File: src/rtl/core/float_predictor_row_decode_core_assert.svh
// assertion macros shared by the row decode core
`ifndef FLOAT_PREDICTOR_ROW_DECODE_CORE_ASSERT_SVH
`define FLOAT_PREDICTOR_ROW_DECODE_CORE_ASSERT_SVH

// condition holds in the same cycle
`define FPRD_ASSERT_NOW(lbl, ante, cons) \
  lbl: assert property (@(posedge clk) disable iff (rst) (ante) |-> (cons)) \
    else $error("fprd check failed");

// condition holds in the cycle after the antecedent
`define FPRD_ASSERT_NEXT(lbl, ante, cons) \
  lbl: assert property (@(posedge clk) disable iff (rst) (ante) |=> (cons)) \
    else $error("fprd check failed");

`endif

File: src/rtl/core/fprd_pkg.sv
// ----------------------------------------------------------------------------
// fprd_pkg
// shared constants, types and float widening functions of the row decoder
// ----------------------------------------------------------------------------
`timescale 1ns / 1ps
`default_nettype none

package fprd_pkg;

  localparam int MAX_TILE_WIDTH = 1024;
  localparam int COL_W          = $clog2(MAX_TILE_WIDTH);
  localparam int MAX_STRIDE     = 16;
  localparam int HIST_W         = $clog2(MAX_STRIDE);
  localparam int POS_W          = $clog2(4 * MAX_TILE_WIDTH);
  localparam int QUEUE_DEPTH    = 4;
  localparam int QPTR_W         = $clog2(QUEUE_DEPTH);

  // configuration register indexes
  typedef enum logic [2:0] {
    REG_BPS    = 3'd0,
    REG_STRIDE = 3'd1,
    REG_TW     = 3'd2,
    REG_OW     = 3'd3
  } cfg_reg_t;

  // effective configuration after clamping
  typedef struct packed {
    logic [2:0]  bps;
    logic [4:0]  stride;
    logic [10:0] tw;
    logic [10:0] ow;
  } cfg_t;

  // classified byte passed from front to back
  typedef struct packed {
    logic [7:0]       byte_val;
    logic [1:0]       plane;
    logic [COL_W-1:0] col;
    logic             last_plane;
    logic             emit;
    logic             row_last;
  } item_t;

  // half (1-5-10) to binary32
  function automatic logic [31:0] widen_half(input logic [15:0] v);
    logic       s;
    logic [4:0] e;
    logic [9:0] m;
    logic [3:0] idx;
    logic [9:0] mn;
    logic [7:0] e32;
    s   = v[15];
    e   = v[14:10];
    m   = v[9:0];
    idx = '0;
    for (int k = 0; k < 10; k++) begin
      if (m[k]) idx = 4'(k);
    end
    mn  = m << (4'd10 - idx);
    if (e == 5'd0) begin
      if (m == 10'd0) return {s, 31'd0};
      e32 = 8'd103 + {4'd0, idx};
      return {s, e32, mn, 13'd0};
    end else if (e == 5'h1f) begin
      return {s, 8'hff, m, 13'd0};
    end
    e32 = {3'd0, e} + 8'd112;
    return {s, e32, m, 13'd0};
  endfunction

  // 24-bit float (1-7-16) to binary32
  function automatic logic [31:0] widen_f24(input logic [23:0] v);
    logic        s;
    logic [6:0]  e;
    logic [15:0] m;
    logic [4:0]  idx;
    logic [15:0] mn;
    logic [7:0]  e32;
    s   = v[23];
    e   = v[22:16];
    m   = v[15:0];
    idx = '0;
    for (int k = 0; k < 16; k++) begin
      if (m[k]) idx = 5'(k);
    end
    mn  = m << (5'd16 - idx);
    if (e == 7'd0) begin
      if (m == 16'd0) return {s, 31'd0};
      e32 = 8'd49 + {3'd0, idx};
      return {s, e32, mn, 7'd0};
    end else if (e == 7'h7f) begin
      return {s, 8'hff, m, 7'd0};
    end
    e32 = {1'b0, e} + 8'd64;
    return {s, e32, m, 7'd0};
  endfunction

endpackage

`default_nettype wire

File: src/rtl/core/fprd_queue.sv
// ----------------------------------------------------------------------------
// fprd_queue
// small fifo of classified items between front and back
// ----------------------------------------------------------------------------
`timescale 1ns / 1ps
`default_nettype none

module fprd_queue (
  input  wire logic            clk,
  input  wire logic            rst,
  input  wire logic            push_valid,
  output logic                 push_ready,
  input  wire fprd_pkg::item_t push_item,
  output logic                 pop_valid,
  input  wire logic            pop_ready,
  output fprd_pkg::item_t      pop_item
);

  fprd_pkg::item_t             slots [fprd_pkg::QUEUE_DEPTH];
  logic [fprd_pkg::QPTR_W-1:0] wr_ptr;
  logic [fprd_pkg::QPTR_W-1:0] rd_ptr;
  logic [fprd_pkg::QPTR_W:0]   count;
  logic                        push;
  logic                        pop;

  // flags
  always_comb begin
    push_ready = count != (fprd_pkg::QPTR_W+1)'(fprd_pkg::QUEUE_DEPTH);
    pop_valid  = count != '0;
    pop_item   = slots[rd_ptr];
    push       = push_valid && push_ready;
    pop        = pop_valid && pop_ready;
  end

  // pointers and fill level
  always_ff @(posedge clk) begin
    if (rst) begin
      wr_ptr <= '0;
      rd_ptr <= '0;
      count  <= '0;
    end else begin
      if (push) wr_ptr <= wr_ptr + 1'b1;
      if (pop)  rd_ptr <= rd_ptr + 1'b1;
      if (push && !pop)      count <= count + 1'b1;
      else if (pop && !push) count <= count - 1'b1;
    end
  end

  // storage
  always_ff @(posedge clk) begin
    if (push) slots[wr_ptr] <= push_item;
  end

endmodule

`default_nettype wire

File: config.mk
export PLATFORM = sky130hd
export DESIGN_NAME = fprd_queue
export DESIGN_NICKNAME = d
export VERILOG_FILES = /design/src/rtl/core/float_predictor_row_decode_core_assert.svh /design/src/rtl/core/fprd_pkg.sv /design/src/rtl/core/fprd_queue.sv
export SDC_FILE = /design/constraint.sdc
export NUM_CORES = 1
export LEC_CHECK = 0
export ABC_AREA = 1
export ABC_CLOCK_PERIOD_IN_PS = 2600
export BUFFER_PORTS_ARGS = -buffer_cell sky130_fd_sc_hd__buf_2
export CAP_MARGIN = 20
export CORE_MARGIN = 5
export CORE_UTILIZATION = 30
export CTS_CLUSTER_DIAMETER = 40
export DETAILED_ROUTE_END_ITERATION = 7
export HOLD_SLACK_MARGIN = 0.12
export PLACE_DENSITY = 0.49
export SLEW_MARGIN = 40
export SYNTH_ARGS = -nofsm -noshare
export SYNTH_HDL_FRONTEND = slang
export SYNTH_SLANG_ARGS = --single-unit
File: constraint.sdc
create_clock -name clk -period 2.6 [get_ports clk]
set_input_delay 0.39 -clock clk [delete_from_list [all_inputs] [get_ports clk]]
set_output_delay 0.39 -clock clk [all_outputs]
set_load 0.005 [all_outputs]
==> parameters.txt <==
Parameter                              Value

Run status
  Run status ... finished, final reports clean

GRT
  First-pass GRT wire length ... 13000 µm
  Gr usage total ... 10.7%
  Number of global-route vias before repair ... 2453
  Maximum number of pins on one net before global-route repair ... 47
  Congestion Overflow GR ... 0
  Antenna violations before repair ... 1

Layout
  Share of post-route cells with drive strength above 1 ... 23.4%
  Syn-to-layout area delta ... 17.5%
  Final net count ... 379
  Number of non-filler instances in the completed layout ... 523
  Post-route cell area ... 4610 µm²
  Filler cells ... 1297
  Post-layout utilization of the core ... 36.3%
  Antenna cells ... 0

Power and ir drop
  Static Leakage ... 1.64 nW
  Max rail drop VDD ... 0.408 mV
  Power per Cell Area ... 929 nW/µm²

Setup path
  CP delay by family, top ... flip-flops
  Required time of the critical path ... 2.21 ns
  Critical path type ... register to output port
  Cell count of the worst reg-to-reg path ... 13
  Worst-path cell with the longest stage delay ... sky130_fd_sc_hd__dfxtp_1
  Worst reg2reg path startpoint ... count[1]
  Number of buffers and inverters on the critical path ... 2
  Register-to-register setup slack ... 0.75 ns
  Worst path cell trace ... buf_4, o21ai_0, o22ai_1, buf_2
  CP max stage delay ... 0.61 ns
  Endpoint kind of the worst setup timing path ... output port
  Worst r2r dst ... count[2]
  Startpoint kind of the worst setup timing path ... register
  Arrival time at the worst endpoint ... 1.73 ns
  CP max FO ... 13

Logic synthesis
  Netlist area before placement ... 3930 µm²
  Mean instance size in the synthesized netlist ... 13.5 µm²
  Register area share after synthesis ... 74.9%
  Number of cells produced by synthesis ... 290
  Post-synthesis net count ... 323
  Synth warn ... 0
  Number of synthesized register bits ... 101
  Unique cell type count in the Yosys netlist ... 22

Die
  FP Rows ... 41
  Number of placed I/O pins ... 52
  Initial Util ... 30.9%
  Die Wd ... 124 µm
  Die area ... 15500 µm²
  Die Span Y ... 124 µm
  Area of the core ... 12700 µm²

Drt
  Via count ... 2368
  Post-route DRC violation count ... 0
  WL met3 ... 380 µm
  Wire length reported by the detailed router ... 8050 µm
  Average wire per cell in the routed design ... 15.4 µm
  Post-route antenna net violation count ... 0
  Ratio of routed vias to standard cells ... 4.53
  Metal1 wirelength ... 3520 µm
  Drt pass-1 iters ... 4
  DR top layer ... met5
  Met2 WL ... 4020 µm
  1st-iter DRT viols ... 180

Worst hold path
  Class of the tightest hold or removal check ... input port to register
  Hold path startpoint ... rst
  WHS Path Cells ... 2

STA
  Final hold vios ... 0
  Final worst path period share ... 81.5%
  Total count of max-transition violations in the final report ... 0
  Final total negative setup slack ... 0 ns
  Transition time at the pin with the least slew margin ... 0.468 ns
  Tightest slew margin relative to the limit ... 68.7%
  Setup violators final ... 0
  Highest Clock Rate ... 472 MHz
  Clock tree skew after final layout ... 0.00453 ns
  Post-route worst hold slack ... 0.269 ns
  Final period demand of the worst path ... 2.12 ns
  Unrepaired setup endpoints after global routing ... false

Placed design
  Cell area reported after detailed placement ... 4350 µm²
  Cell count after placement ... 507
  Final weighted congestion in routability-driven placement ... 0.701
  Quantity of I/O buffers inserted on ports ... 51
  Half-perimeter wire length after placement ... 4880 µm

CTS
  Sinks on Clock Net ... 101
  H-tree levels ... 3
  Clock tree from TritonCTS ... yes
  Clock Tree Root ... sky130_fd_sc_hd__clkbuf_16
  Clock buffer depth ... 2
  Count of instances resized after the clock tree is built ... 0
  Clock Latency Late Sink ... 0.33 ns
  Reg clk slew, reported paths ... 0.06 ns
  Number of clock buffers inserted by TritonCTS ... 9
  Setup Buffers After CTS ... 0
  Number of buffers inserted by hold repair at cts ... 0

Flow run
  Number of max-cap violations ... 0
[how the worst max path moves through the flow]
stage / end / slack (ns) / cells after the start
6_report: pop_item[0] / 0.48 / 4
5_1_grt: pop_item[0] / 0.32 / 4
4_1_cts: pop_item[15] / 0.45 / 4
3_3_place_gp: count[2] / 0.79 / 13
3_5_place_dp: count[2] / 0.72 / 13
2_1_floorplan: slots[0][0] / 0.57 / 4
[cell families (layout without fill, tap and decap cells)]
kind of cell | after synthesis | count (layout) | share of synthesized area (%)
simple gates | 80 | 80 | 8.25
fa+ha+maj | 6 | 6 | 2.10
flops | 101 | 101 | 74.9
compound gates | 73 | 73 | 10.0
buf+inv | 29 | 90 | 4.46
xor+xnor | 1 | 1 | 0.223
[area by class of cell]
cell class | count | area, µm² | area share (%)
flip-flops and latches | 101 | 2940 | 63.8
inverters | 16 | 67.6 | 1.46
well taps | 172 | 215 | 4.66
repair buffers | 58 | 308 | 6.67
multi-input cells | 160 | 820 | 17.8
clock buffers | 11 | 233 | 5.04
clock inverters | 5 | 27.5 | 0.597
[stage by stage]
stage / total power [mW] / setup WS [ns]
after floorplan: 2.78 / 0.565
after global placement: 3.16 / 0.787
after detailed placement: 3.18 / 0.718
after CTS: 4.36 / 0.445
after global routing: 4.57 / 0.322
final: 4.29 / 0.481
[synth_stat cells]
| cell type | instances | area share [%] |
|---|---|---|
| sky130_fd_sc_hd__inv_8 | 1 | 0.29 |
| sky130_fd_sc_hd__nand2_2 | 3 | 0.48 |
| sky130_fd_sc_hd__inv_1 | 13 | 1.2 |
| sky130_fd_sc_hd__a21oi_1 | 3 | 0.38 |
| sky130_fd_sc_hd__clkbuf_2 | 1 | 0.13 |
| sky130_fd_sc_hd__nand3_1 | 4 | 0.51 |
| sky130_fd_sc_hd__o22ai_1 | 23 | 3.7 |
| sky130_fd_sc_hd__nand2_1 | 12 | 1.1 |
| sky130_fd_sc_hd__ha_1 | 5 | 1.6 |
| sky130_fd_sc_hd__o21ai_1 | 17 | 2.2 |
| sky130_fd_sc_hd__fa_1 | 1 | 0.51 |
| sky130_fd_sc_hd__buf_4 | 2 | 0.38 |
| sky130_fd_sc_hd__dfxtp_1 | 9 | 4.6 |
| sky130_fd_sc_hd__o21ai_0 | 30 | 3.8 |
| sky130_fd_sc_hd__inv_2 | 2 | 0.19 |
| sky130_fd_sc_hd__nor2_4 | 1 | 0.29 |
| sky130_fd_sc_hd__edfxtp_1 | 92 | 70 |
| sky130_fd_sc_hd__xor2_1 | 1 | 0.22 |
| sky130_fd_sc_hd__nor2_1 | 59 | 5.6 |
| sky130_fd_sc_hd__nand3b_1 | 1 | 0.19 |
| sky130_fd_sc_hd__buf_2 | 4 | 0.51 |
| sky130_fd_sc_hd__buf_6 | 6 | 1.7 |
[power by group]
group          internal (mW)  switching, mW  leakage, nW  total, mW
clock                  0.641          0.538        0.121       1.18
sequential              1.98          0.107        0.917       2.09
combinational          0.387          0.637        0.601       1.02
total                   3.01           1.28         1.64       4.29
[metal layers]
| layer | vias to the layer above | track usage [%] |
|---|---|---|
| li1 | 1163 | - |
| met1 | 1146 | 12.7 |
| met2 | 45 | 17.7 |
| met3 | 12 | 3.99 |
| met4 | 2 | 4.19 |
| met5 | - | 0 |
[registers in the layout (all words and copies together) (netlist names), named ones only]
| name | count |
|---|---|
| rd_ptr | 2 |
| slots | 92 |
| count | 3 |
| wr_ptr | 2 |
[layout by cell type, fill, tap and decap left out, types with 3 or more instances in the layout]
cell and count:
sky130_fd_sc_hd__ha_1 5, sky130_fd_sc_hd__edfxtp_1 92, sky130_fd_sc_hd__o21ai_0 30, sky130_fd_sc_hd__nor2_2 4, sky130_fd_sc_hd__buf_4 7, sky130_fd_sc_hd__buf_2 51, sky130_fd_sc_hd__a21oi_1 3, sky130_fd_sc_hd__dfxtp_1 8
sky130_fd_sc_hd__clkbuf_16 9, sky130_fd_sc_hd__nand2_2 3, sky130_fd_sc_hd__nand2_1 12, sky130_fd_sc_hd__nand3_1 4, sky130_fd_sc_hd__inv_1 13, sky130_fd_sc_hd__nor2_1 55, sky130_fd_sc_hd__o21ai_1 17, sky130_fd_sc_hd__o22ai_1 23
No activity file was read; power rests on OpenSTA's default activity.
