[config.mk]
export PLATFORM = sky130hd
export DESIGN_NAME = fprd_front
export DESIGN_NICKNAME = d
export VERILOG_FILES = /design/src/rtl/core/float_predictor_row_decode_core_assert.svh /design/src/rtl/core/fprd_pkg.sv /design/src/rtl/core/fprd_front.sv
export SDC_FILE = /design/constraint.sdc
export NUM_CORES = 1
export LEC_CHECK = 0
export BUFFER_PORTS_ARGS = -buffer_cell sky130_fd_sc_hd__buf_4
export CAP_MARGIN = 20
export CORE_AREA = 2 2 139 107
export DETAILED_ROUTE_END_ITERATION = 6
export DIE_AREA = 0 0 141 109
export PLACE_DENSITY = 0.75
export SETUP_SLACK_MARGIN = 0.4
export SYNTH_ARGS = -nofsm -noshare
export SYNTH_HDL_FRONTEND = slang
export SYNTH_SLANG_ARGS = --single-unit
[constraint.sdc]
create_clock -name clk -period 9.1 [get_ports clk]
set_input_delay 2.73 -clock clk [delete_from_list [all_inputs] [get_ports clk]]
set_output_delay 2.73 -clock clk [all_outputs]
set_load 0.005 [all_outputs]
[src/rtl/core/float_predictor_row_decode_core_assert.svh]
// assertion macros shared by the row decode core
`ifndef FLOAT_PREDICTOR_ROW_DECODE_CORE_ASSERT_SVH
`define FLOAT_PREDICTOR_ROW_DECODE_CORE_ASSERT_SVH

// condition holds in the same cycle
`define FPRD_ASSERT_NOW(lbl, ante, cons) \
  lbl: assert property (@(posedge clk) disable iff (rst) (ante) |-> (cons)) \
    else $error("fprd check failed");

// condition holds in the cycle after the antecedent
`define FPRD_ASSERT_NEXT(lbl, ante, cons) \
  lbl: assert property (@(posedge clk) disable iff (rst) (ante) |=> (cons)) \
    else $error("fprd check failed");

`endif

[src/rtl/core/fprd_pkg.sv]
// ----------------------------------------------------------------------------
// fprd_pkg
// shared constants, types and float widening functions of the row decoder
// ----------------------------------------------------------------------------
`timescale 1ns / 1ps
`default_nettype none

package fprd_pkg;

  localparam int MAX_TILE_WIDTH = 1024;
  localparam int COL_W          = $clog2(MAX_TILE_WIDTH);
  localparam int MAX_STRIDE     = 16;
  localparam int HIST_W         = $clog2(MAX_STRIDE);
  localparam int POS_W          = $clog2(4 * MAX_TILE_WIDTH);
  localparam int QUEUE_DEPTH    = 4;
  localparam int QPTR_W         = $clog2(QUEUE_DEPTH);

  // configuration register indexes
  typedef enum logic [2:0] {
    REG_BPS    = 3'd0,
    REG_STRIDE = 3'd1,
    REG_TW     = 3'd2,
    REG_OW     = 3'd3
  } cfg_reg_t;

  // effective configuration after clamping
  typedef struct packed {
    logic [2:0]  bps;
    logic [4:0]  stride;
    logic [10:0] tw;
    logic [10:0] ow;
  } cfg_t;

  // classified byte passed from front to back
  typedef struct packed {
    logic [7:0]       byte_val;
    logic [1:0]       plane;
    logic [COL_W-1:0] col;
    logic             last_plane;
    logic             emit;
    logic             row_last;
  } item_t;

  // half (1-5-10) to binary32
  function automatic logic [31:0] widen_half(input logic [15:0] v);
    logic       s;
    logic [4:0] e;
    logic [9:0] m;
    logic [3:0] idx;
    logic [9:0] mn;
    logic [7:0] e32;
    s   = v[15];
    e   = v[14:10];
    m   = v[9:0];
    idx = '0;
    for (int k = 0; k < 10; k++) begin
      if (m[k]) idx = 4'(k);
    end
    mn  = m << (4'd10 - idx);
    if (e == 5'd0) begin
      if (m == 10'd0) return {s, 31'd0};
      e32 = 8'd103 + {4'd0, idx};
      return {s, e32, mn, 13'd0};
    end else if (e == 5'h1f) begin
      return {s, 8'hff, m, 13'd0};
    end
    e32 = {3'd0, e} + 8'd112;
    return {s, e32, m, 13'd0};
  endfunction

  // 24-bit float (1-7-16) to binary32
  function automatic logic [31:0] widen_f24(input logic [23:0] v);
    logic        s;
    logic [6:0]  e;
    logic [15:0] m;
    logic [4:0]  idx;
    logic [15:0] mn;
    logic [7:0]  e32;
    s   = v[23];
    e   = v[22:16];
    m   = v[15:0];
    idx = '0;
    for (int k = 0; k < 16; k++) begin
      if (m[k]) idx = 5'(k);
    end
    mn  = m << (5'd16 - idx);
    if (e == 7'd0) begin
      if (m == 16'd0) return {s, 31'd0};
      e32 = 8'd49 + {3'd0, idx};
      return {s, e32, mn, 7'd0};
    end else if (e == 7'h7f) begin
      return {s, 8'hff, m, 7'd0};
    end
    e32 = {1'b0, e} + 8'd64;
    return {s, e32, m, 7'd0};
  endfunction

endpackage

`default_nettype wire

[src/rtl/core/fprd_front.sv]
// ----------------------------------------------------------------------------
// fprd_front
// undoes the byte delta and classifies each byte by plane and column
// ----------------------------------------------------------------------------
`timescale 1ns / 1ps
`default_nettype none

module fprd_front (
  input  wire logic            clk,
  input  wire logic            rst,
  input  wire fprd_pkg::cfg_t  cfg,
  input  wire logic            cfg_wr,
  input  wire logic            in_valid,
  output logic                 in_ready,
  input  wire logic [7:0]      in_byte,
  output logic                 q_valid,
  input  wire logic            q_ready,
  output fprd_pkg::item_t      q_item
);

  logic [fprd_pkg::POS_W-1:0]  pos;
  logic [1:0]                  plane;
  logic [fprd_pkg::COL_W-1:0]  col;
  logic [7:0]                  hist [fprd_pkg::MAX_STRIDE];

  logic [fprd_pkg::HIST_W-1:0] hist_idx;
  logic                        use_delta;
  logic [7:0]                  dec;
  logic                        last_plane;
  logic                        col_end;
  logic                        accept;

  // delta decode against the byte one stride back
  always_comb begin
    hist_idx   = pos[fprd_pkg::HIST_W-1:0] - cfg.stride[fprd_pkg::HIST_W-1:0];
    use_delta  = pos >= {{(fprd_pkg::POS_W-5){1'b0}}, cfg.stride};
    dec        = in_byte + (use_delta ? hist[hist_idx] : 8'd0);
    last_plane = ({1'b0, plane} + 3'd1) == cfg.bps;
    col_end    = {1'b0, col} == (cfg.tw - 11'd1);
  end

  // item toward the back, nothing taken during reset
  always_comb begin
    in_ready          = q_ready && !rst;
    accept            = in_valid && in_ready;
    q_valid           = in_valid && !rst;
    q_item.byte_val   = dec;
    q_item.plane      = plane;
    q_item.col        = col;
    q_item.last_plane = last_plane;
    q_item.emit       = last_plane && ({1'b0, col} < cfg.ow);
    q_item.row_last   = ({1'b0, col} + 11'd1) == cfg.ow;
  end

  // position within the row
  always_ff @(posedge clk) begin
    if (rst || cfg_wr) begin
      pos   <= '0;
      plane <= '0;
      col   <= '0;
    end else if (accept) begin
      if (col_end && last_plane) begin
        pos   <= '0;
        plane <= '0;
        col   <= '0;
      end else if (col_end) begin
        pos   <= pos + 1'b1;
        plane <= plane + 2'd1;
        col   <= '0;
      end else begin
        pos   <= pos + 1'b1;
        col   <= col + 1'b1;
      end
    end
  end

  // recent decoded bytes
  always_ff @(posedge clk) begin
    if (accept) begin
      hist[pos[fprd_pkg::HIST_W-1:0]] <= dec;
    end
  end

endmodule

`default_nettype wire

==> flow_metrics.py <==
metrics = {
    "grt": {
        "grt.overflow.total": 0,
        "grt_use_total": 0.240,
        "first_global_vias": 5059,
        "antenna_found_initial": 0,
        "grt_max_degree": 25,
        "grt_pass1_wl_microns": 27400,
    },
    "sta": {
        "hold_slack_ns": 0.517,
        "min_period_over_period": 0.960,
        "finClkSkew_ns": 0.0117,
        "period_needed_ns": 8.74,
        "fmax_ghz": 0.114,
        "slew_headroom": 0.299,
        "tightest_slew_ns": 1.05,
        "setup_viol": 0,
        "hold_viol_final": 0,
        "fin_tns_setup_ns": 0,
        "slew_violations": 0,
        "setup_ws_ns": 0.365,
        "rsz0062_at_grt": "yes",
    },
    "synth": {
        "synthSimpleGateAreaFrac": 0.0981,
        "synth_nets": 616,
        "synthTopCellsByArea": "edfxtp_1 (52%), mux4_2 (9.7%), dfxtp_1 (6.5%)",
        "synth.ff_latch_count": 152,
        "synthXorXnorAreaFrac": 0.0527,
        "syn_inst": 542,
        "synth_enable_flop_cells": 128,
        "synthMuxAreaShare": 0.112,
        "yosysTopAreaCell": "edfxtp_1",
        "synth_cell_type_count": 55,
        "synth-async-reset-ratio": 0,
        "ys_seq_area_frac": 0.583,
        "postSynthAreaPerCell_sq_um": 13.7,
        "yosysWarningCount": 0,
        "syn_area_sq_mm": 0.00741,
        "synth-adder-area-share": 0.0544,
        "synth_top_area_share": 0.519,
        "synth_top_family_by_area": "multiplexers",
        "ys.flop_type": "edfxtp_1",
        "synth_compound_gate_area_share": 0.0711,
    },
    "power": {
        "pwr-share-seq": 0.464,
        "p_per_area_mw_per_mm2": 181,
        "combPwrFrac": 0.111,
        "total_leakage_power_uw": 0.00332,
        "vdd_drop_max_mv": 0.130,
        "switching_share": 0.234,
        "internal_power_uw": 1260,
        "p_switching_uw": 385,
        "clkPwrFrac": 0.425,
    },
    "placed_design": {
        "gp_congestion": 0.976,
        "dpl_worst_slack_ns": 0.0589,
        "dp_hpwl_microns": 11800,
        "place_area_sq_mm": 0.00826,
        "portBuffers": 67,
    },
    "clock_tree": {
        "hold_buffers": 0,
        "cts_buffer_depth": 2,
        "clkLatencyLatePin_ns": 0.42,
        "clkTransAtPathRegs_ns": 0.07,
        "cts_buffers": 17,
        "cts_tree": "done",
        "cts_htree_levels": 4,
        "cts_sinks": 152,
        "root_buffer": "clkbuf_16",
    },
    "floorplan": {
        "start_util": 0.525,
        "core_sq_mm": 0.0141,
        "num_io_pins": 68,
        "rows": 38,
        "dieArea_sq_mm": 0.0154,
        "die_h_microns": 109,
        "fp.dieW_microns": 141,
    },
    "critical_path": {
        "worstRegToRegCells": 18,
        "path_max_fanout": 5,
        "cp_slowest_stage_delay_ns": 0.58,
        "cp-startpoint": "cfg[22]",
        "worstPathCellList": "buf_8 > ha_4 > fa_2 > buf_12 > buf_6 > buf_4 > mux4_2 > mux2i_1 > a211oi_1 > ha_1 > a21o_1 > a21oi_2 > o21bai_1 > a21oi_2 > o21ai_1 > xnor3_2 > buf_6",
        "worstPathArrival_ns": 6.01,
        "r2r-start": "pos[0]",
        "cp-end-kind": "output port",
        "crit_type": "in2out",
        "worstPathRequired_ns": 6.37,
        "crit_path_start_kind": "primary input",
        "slowest_stage": "fa_2",
    },
    "routing": {
        "final_antenna_net_count": 0,
        "dr.first_iter.drc_count": 379,
        "post-route-drc-count": 0,
        "vias_per_cell": 5.98,
        "wl_per_cell_microns": 21.0,
        "dr_total_vias": 5020,
        "wl_microns": 17600,
        "firstDrtPassIters": 5,
    },
    "job": {
        "cap_viol_max_count": 0,
    },
    "cells_and_area": {
        "fin_area_sq_mm": 0.00913,
        "final_nets": 721,
        "antenna_cells": 0,
        "drive_gt1_frac": 0.305,
        "fill_cells": 958,
        "final_core_util": 0.646,
        "synthToLayoutAreaGrowth_pct": 23.2,
    },
    "hold_path": {
        "hold_path.class": "reg2reg",
        "min_path_cells": 2,
        "min-delay-start": "pos[0]",
    },
    "status": {
        "status": "finished, final reports clean",
    },
}
[state kept, by name, summed over array words and instances, names as in the netlist]
signal / count
hist: 128
plane: 2
pos: 12
col: 10
[synth_stat cells, drive strengths merged, types with 2 or more instances]
cell type,instances
edfxtp,128
nor2,38
mux4,32
ha,29
nand2,29
inv,27
dfxtp,24
xnor2,23
xor2,19
a21oi,18
clkbuf,18
nand3,16
a211oi,15
o21ai,14
nor2b,13
mux2i,11
nor3,9
buf,7
nor4,6
a31oi,5
or3,5
and3,4
nand2b,4
o211ai,4
or4,4
a21o,3
and2,3
o21bai,3
a211o,2
a21boi,2
and3b,2
fa,2
nand3b,2
nand4b,2
o2111ai,2
o21a,2
o31ai,2
or4b,2
[metrics by stage]
stage	cells	total power (uW)
2_1_floorplan	542	871
3_3_place_gp	788	932
3_5_place_dp	788	937
4_1_cts	830	1640
5_1_grt	840	1700
6_report	840	1650
[path summary, 6_finish.rpt]
kind	to	slack, ns
hold / removal	pos[0]	0.52
setup / recovery	q_item[22]	0.36
setup reg to reg	hist[4][7]	4.89
hold reg to reg	pos[0]	0.52
[logic make-up after synthesis]
kind of cell / after synthesis
DFF: 152
xor gates and xnor gates: 43
AOI/OAI and AO/OA: 78
buffers and inverters: 52
and+or+nand+nor: 143
muxes: 43
adders and majority gates: 31
[cell type report]
cell class | instances | area (sq um) | area share
Multi-Input combinational cell | 338 | 2980 | 0.327
Inverter | 27 | 101 | 0.0111
Clock buffer | 17 | 425 | 0.0466
Timing Repair Buffer | 111 | 906 | 0.0992
Sequential cell | 152 | 4320 | 0.474
Tap cell | 180 | 225 | 0.0247
Clock inverter | 15 | 165 | 0.0181
[critical path: cells and delay by family]
| family | cells | cell delay, ns |
|---|---|---|
| AO/OA/AOI/OAI | 6 | 0.84 |
| XOR/XNOR | 1 | 0.30 |
| adder cells (fa/ha/maj) | 3 | 1.05 |
| buffers and inverters | 5 | 0.59 |
| multiplexers | 2 | 0.49 |
[layout by cell type, fill, tap and decap left out, types with 5 or more instances in the layout]
| cell | n |
|---|---|
| edfxtp_1 | 128 |
| buf_4 | 102 |
| nor2_1 | 38 |
| mux4_2 | 32 |
| nand2_1 | 29 |
| ha_1 | 27 |
| inv_1 | 25 |
| dfxtp_1 | 24 |
| xnor2_1 | 21 |
| xor2_1 | 19 |
| clkbuf_16 | 17 |
| nand3_1 | 16 |
| a21oi_1 | 14 |
| o21ai_0 | 13 |
| nor2b_1 | 11 |
| mux2i_1 | 9 |
| a211oi_1 | 9 |
| nor3_1 | 9 |
| a211oi_2 | 6 |
| nor4_1 | 6 |
| or3_1 | 5 |
| a31oi_1 | 5 |
[power by group through the flow]
| stage | clock [uW] | combinational (uW) | sequential, uW |
|---|---|---|---|
| floorplan | 0 | 90.5 | 780 |
| global placement | 0 | 151 | 780 |
| detailed placement | 0 | 157 | 780 |
| CTS | 709 | 169 | 765 |
| global route | 735 | 196 | 765 |
| finish | 702 | 183 | 765 |
[layer usage]
metal,global-route usage,up-vias,part of all wire
li1,-,2266,-
met3,0.0518,37,0.078
met1,0.334,2482,0.43
met4,0.0857,0,0.027
met2,0.380,235,0.47
met5,0,-,0
[timing repair]
item | 4_1_cts | 5_1_grt
setup buffers | 10 | 10
endpoints found under the hold margin | 0 | 0
gates resized for setup | 21 | 11
endpoints found under the setup margin | 4 | 4
pin swaps | 19 | 19
No activity file was read; power rests on OpenSTA's default activity.
